--- config.mk ---
export PLATFORM = sky130hd
export DESIGN_NAME = mfh_ctrl
export DESIGN_NICKNAME = d
export VERILOG_FILES = /design/src/design/mfh_pkg.sv /design/src/design/mfh_ctrl.sv
export SDC_FILE = /design/constraint.sdc
export NUM_CORES = 1
export LEC_CHECK = 0
export ABC_AREA = 1
export ABC_CLOCK_PERIOD_IN_PS = 800
export BUFFER_PORTS_ARGS = -buffer_cell sky130_fd_sc_hd__buf_2
export CAP_MARGIN = 15
export CORE_AREA = 2 2 39 41
export DETAILED_ROUTE_END_ITERATION = 10
export DIE_AREA = 0 0 41 43
export GPL_ROUTABILITY_DRIVEN = 0
export GPL_TIMING_DRIVEN = 0
export PLACE_DENSITY_LB_ADDON = 0.25
export RECOVER_POWER = 100
export SLEW_MARGIN = 10
export SYNTH_ARGS = -nofsm -noshare
export SYNTH_HDL_FRONTEND = slang
export SYNTH_SLANG_ARGS = --single-unit
--- constraint.sdc ---
create_clock -name clk -period 0.8 [get_ports clk]
set_input_delay 0.12 -clock clk [delete_from_list [all_inputs] [get_ports clk]]
set_output_delay 0.12 -clock clk [all_outputs]
set_load 0.05 [all_outputs]
--- src/design/mfh_pkg.sv ---
`timescale 1ns / 1ps
// ----------------------------------------------------------------------------
// mfh_pkg
// Shared types, constants and helpers for the masked-field histogram.
// ----------------------------------------------------------------------------
package mfh_pkg;

	localparam int NUM_BINS   = 256;
	localparam int IDX_W      = $clog2(NUM_BINS);
	localparam int WORD_W     = 32;
	localparam int BIN_OUT_W  = 8;
	localparam int SHIFT_W    = 5;
	localparam logic [WORD_W-1:0] MASK_RESET = 32'h0000_00FF;

	// controller to datapath
	typedef struct packed {
		logic load;    // input word taken, form the bin index
		logic commit;  // update bin, fill output register
	} mfh_cmd_t;

	typedef enum logic [2:0] {
		ST_IDLE   = 3'b001,
		ST_LOOKUP = 3'b010,
		ST_UPDATE = 3'b100
	} mfh_state_t;

	// trailing zero count, held at 31 for an all-zero mask
	function automatic logic [SHIFT_W-1:0] trail_zeros(input logic [WORD_W-1:0] m);
		logic [SHIFT_W-1:0] n;
		n = SHIFT_W'(WORD_W - 1);
		for (int i = WORD_W - 2; i >= 0; i--) begin
			if (m[i]) begin
				n = SHIFT_W'(i);
			end
		end
		return n;
	endfunction

endpackage

--- src/design/mfh_ctrl.sv ---
`timescale 1ns / 1ps
// ----------------------------------------------------------------------------
// mfh_ctrl
// Sequencer: accept, counter read, counter update, output handshake.
// ----------------------------------------------------------------------------
module mfh_ctrl
	import mfh_pkg::*;
(
	input  logic     clk,
	input  logic     arst_n,
	input  logic     s_tvalid,
	output logic     s_tready,
	output logic     m_tvalid,
	input  logic     m_tready,
	output mfh_cmd_t cmd
);

	mfh_state_t state_q;
	logic       out_vld_q;
	logic       slot_free;

	assign slot_free  = !out_vld_q || m_tready;
	assign s_tready   = (state_q == ST_IDLE);
	assign cmd.load   = s_tvalid && (state_q == ST_IDLE);
	assign cmd.commit = (state_q == ST_UPDATE) && slot_free;
	assign m_tvalid   = out_vld_q;

	always_ff @(posedge clk or negedge arst_n) begin
		if (!arst_n) begin
			state_q <= ST_IDLE;
		end else begin
			case (state_q)
				ST_IDLE: begin
					if (cmd.load) state_q <= ST_LOOKUP;
				end
				ST_LOOKUP: begin
					state_q <= ST_UPDATE;
				end
				ST_UPDATE: begin
					if (cmd.commit) state_q <= ST_IDLE;
				end
				default: begin
					state_q <= ST_IDLE;
				end
			endcase
		end
	end

	always_ff @(posedge clk or negedge arst_n) begin
		if (!arst_n) begin
			out_vld_q <= 1'b0;
		end else if (cmd.commit) begin
			out_vld_q <= 1'b1;
		end else if (m_tready) begin
			out_vld_q <= 1'b0;
		end
	end

endmodule

## Word level (Yosys, flattened, before mapping)

Cells that the tools add are included.

| word-level totals | value |
|---|---|
| register bits after elaboration | 4 |
| input bits | 4 |
| output and inout bits | 4 |
| word-level logic and storage cells | 18 |

| cells by class | value |
|---|---|
| equality and inequality tests | 5 |
| multiplexer cells | 5 |
| reductions and logical operators | 6 |

Operator list:

| kind | count |
|---|---|
| case mux 3 bit (3 select lines) | 1 |
| two-way mux 3 bit | 2 |
| == test 3 x 1 -> 1 bit (second input constant) | 1 |
| == test 3 x 2 -> 1 bit (second input constant) | 1 |
| == test 3 bit (second input constant) | 1 |
| logical AND 1 bit | 2 |
| two-way mux 1 bit | 2 |
| inequality test 2 x 1 -> 1 bit (second input constant) | 1 |
| inequality test 2 bit (second input constant) | 1 |
| AND reduction 2 bit | 1 |
| nonzero test 2 bit | 1 |
| logical NOT 1 bit | 1 |
| logical OR 1 bit | 1 |

## Longest topological paths before layout

| depth | value |
|---|---|
| depth in word-level cells | 5 |
| mapped depth | 6 |

## Worst setup path before layout

OpenSTA, ideal clock, no wires.

| path | value |
|---|---|
| path kind | register to output |
| from | register out_vld_q, in the netlist m_tvalid |
| to | output cmd[0] (netlist name) |
| arrival | 1.382 ns |
| required time | 0.680 ns |
| slack | -0.702 ns |
| cell stages (with the launch flop) | 4 |
| cell sequence | dfrtp_1 > inv_1 > nor2_1 > nor2_1 |

RTL lines:

| item | RTL line | text |
|---|---|---|
| start: declaration | mfh_ctrl.sv:19 | `logic out_vld_q;` |
| start signal: assignment | mfh_ctrl.sv:51 | `out_vld_q <= 1'b0;` |
| start signal: assignment | mfh_ctrl.sv:53 | `out_vld_q <= 1'b1;` |
| start signal: assignment | mfh_ctrl.sv:55 | `out_vld_q <= 1'b0;` |
| end: declaration | mfh_ctrl.sv:15 | `output mfh_cmd_t cmd` |

==> flow_summary.json <==
{
  "status": "finished with violations",
  "violations": "negative setup slack",
  "diodes": 0,
  "start_util_pct": 13.9,
  "max-cap-violations": 0,
  "crit_chain": "nor2_2 > nand2_4 > nor2_4 > buf_6",
  "grt_pass1_vias": 194,
  "grt_pass1_wl_um": 745,
  "finalHoldViolCount": 0,
  "finalCriticalPeriod_ns": 1.24,
  "period_share_pct": 155,
  "drt-wirelength-per-cell_um": 7.47,
  "place_ws_ns": -0.305,
  "htreeDepth": 1,
  "end_kind": "primary output",
  "clk_latency_ns": 0.24,
  "synth_nets": 30,
  "nNetsFinal": 46,
  "syn_area_sq_um": 193,
  "placed_cell_area_sq_um": 274,
  "synthCells": 26,
  "die_area_sq_um": 1760,
  "dr.pass1.iters": 2,
  "grt-ovfl-total": 0,
  "crit_arrival_ns": 1.12,
  "rsz0062_at_grt": "true",
  "port_buffers": 7,
  "synth.distinct_cells": 10,
  "ir_worst_vdd_uv": 1520,
  "finalClockSkew_ns": 0.0116,
  "synth_area_leaders": "dfrtp_1, dfstp_2, nand2_1",
  "antenna_found_initial": 0,
  "setup_viol": 8,
  "hold_path_depth": 2,
  "clock_sinks": 4,
  "start_kind": "flop",
  "critPathKind": "reg2out",
  "grtUsageTotal_pct": 7.04,
  "cp_slowest_cell": "dfrtp_1",
  "drv_slew": 0,
  "syn2layout_area_growth_pct": 91.6,
  "drive_above_1_share_pct": 56.1,
  "core_area_sq_um": 1380,
  "critPathRequiredTime_ns": 0.68,
  "yosysSeqAreaShare_pct": 52.6,
  "ant_nets": 0,
  "drc": 0,
  "fin_util_pct": 26.7,
  "yosys_register_bits": 4,
  "setup_ws_ns": -0.439,
  "path_clk_slew_ns": 0.04,
  "p_leak_nw": 0.189,
  "worst_hold_path_type": "in2reg",
  "yosys.area.top_type": "dfrtp_1",
  "cts_max_path_buffers": 2,
  "die_w_um": 41,
  "routed_wirelength_um": 426,
  "reg2reg_depth": 7,
  "power_per_cell_area_nw_per_um2": 4240,
  "tightest_slew_ns": 0.206,
  "slowest_delay_ns": 0.41,
  "root_buffer": "clkbuf_4",
  "dp_hpwl_um": 299,
  "ioPinCount": 8,
  "num-fill-cells": 153,
  "cts_tree": "done",
  "max_freq_mhz": 807,
  "numCtsBuffers": 3,
  "power_w": 0.00156,
  "std_cell_rows": 14,
  "grt_max_degree": 5,
  "finish.instance_area_sq_um": 369,
  "relSlewSlack_pct": 86.3,
  "avgSynthCellArea_sq_um": 7.41,
  "synth_top_area_share_pct": 39.0,
  "route.vias.total": 200,
  "ys_warn_count": 0,
  "drt_iter0_drc": 1,
  "cp_max_fo": 4,
  "via_per_inst": 3.51,
  "die_y_um": 43
}
[placed cells by master (no fill, tap or decap)]
master / synthesis / final
buf_2: 0 / 2
buf_8: 0 / 2
inv_2: 1 / 1
nand2_1: 6 / 5
nand2_4: 0 / 1
nor2_1: 5 / 1
inv_1: 5 / 4
clkbuf_4: 0 / 3
clkbuf_1: 0 / 2
dfrtp_1: 3 / 2
inv_4: 0 / 1
dfstp_2: 1 / 1
o21ai_1: 0 / 1
nor2_2: 1 / 3
nand3_1: 2 / 2
nor2_4: 0 / 2
nand2_2: 1 / 1
buf_4: 0 / 3
dfrtp_2: 0 / 1
dlygate4sd3_1: 0 / 1
buf_6: 0 / 2
[state kept, by name, indices dropped and copies added, names as in the netlist]
signal and cells:
m_tvalid 1, state_q 3
[worst paths after layout]
kind / start / endpoint / slack [ns]
setup / recovery: state_q[2] / cmd[1] / -0.44
hold / removal: m_tready / m_tvalid / 0.07
setup reg to reg: state_q[2] / state_q[0] / -0.23
hold reg to reg: m_tvalid / m_tvalid / 0.56
max in group asynchronous: arst_n / state_q[0] / 0.30
min in group asynchronous: arst_n / state_q[2] / 0.24
[repair_timing]
item / 4_1_cts / 5_1_grt
buffers inserted: 3 / 0
gates resized for setup: 12 / 1
hold endpoints to repair: 4 / 0
pin swaps: 5 / 2
cloned: 0 / 0
hold buffers: 1 / 0
setup endpoints to repair: 8 / 8
[kinds of logic after synthesis]
kind of cell,Yosys count,share of synthesized area [%]
AOI/OAI and AO/OA,1,2.59
DFF,4,52.6
and+or+nand+nor,15,33.1
buffers and inverters,6,11.7
[final cells by class]
type / instances / area [sq um] / area share, %
tap: 16 / 20.0 / 5.42
sequential: 4 / 103 / 27.8
inverter: 6 / 25.0 / 6.78
timing repair buffer: 11 / 98.8 / 26.8
clock buffer: 4 / 26.3 / 7.12
multi-input combinational: 16 / 96.3 / 26.1
[worst max-delay path: cells and delay by family (launching register included)]
family	cells	cell delay, ns
buffers and inverters	1	0.16
DFF	1	0.41
and+or+nand+nor	3	0.31
[power breakdown]
group	internal (W)	switching (W)	leakage (nW)	total [W]
Combinational	0.000382	0.000534	0.124	0.000916
Clock	0.000188	0.0000897	0.0150	0.000277
Sequential	0.000293	0.0000769	0.0494	0.000370
Total	0.000863	0.000701	0.189	0.00156
[stage by stage]
step / setup TNS (ns) / hold WS (ns) / cells
after floorplan: -0.933 / -0.176 / 26
after global placement: -1.29 / -0.0698 / 49
after detailed placement: -1.28 / -0.0700 / 49
after CTS: -2.01 / 0.0702 / 57
after global routing: -2.38 / 0.0592 / 57
final: -1.89 / 0.0743 / 57
[routing by layer]
metal	global-route usage (%)	routed length (um)	vias to the layer above
met5	0	0	-
met4	2.00	0	0
met3	9.42	60	0
met2	9.06	199	11
met1	6.47	165	84
li1	-	-	105
[synthesized netlist by cell type]
cell type and n:
nor2_1 5, inv_1 5, dfstp_2 1, dfrtp_1 3
inv_2 1, nand3_1 2, o21ai_0 1, nand2_1 6
nor2_2 1, nand2_2 1
Power figures use the tool's default switching activity.
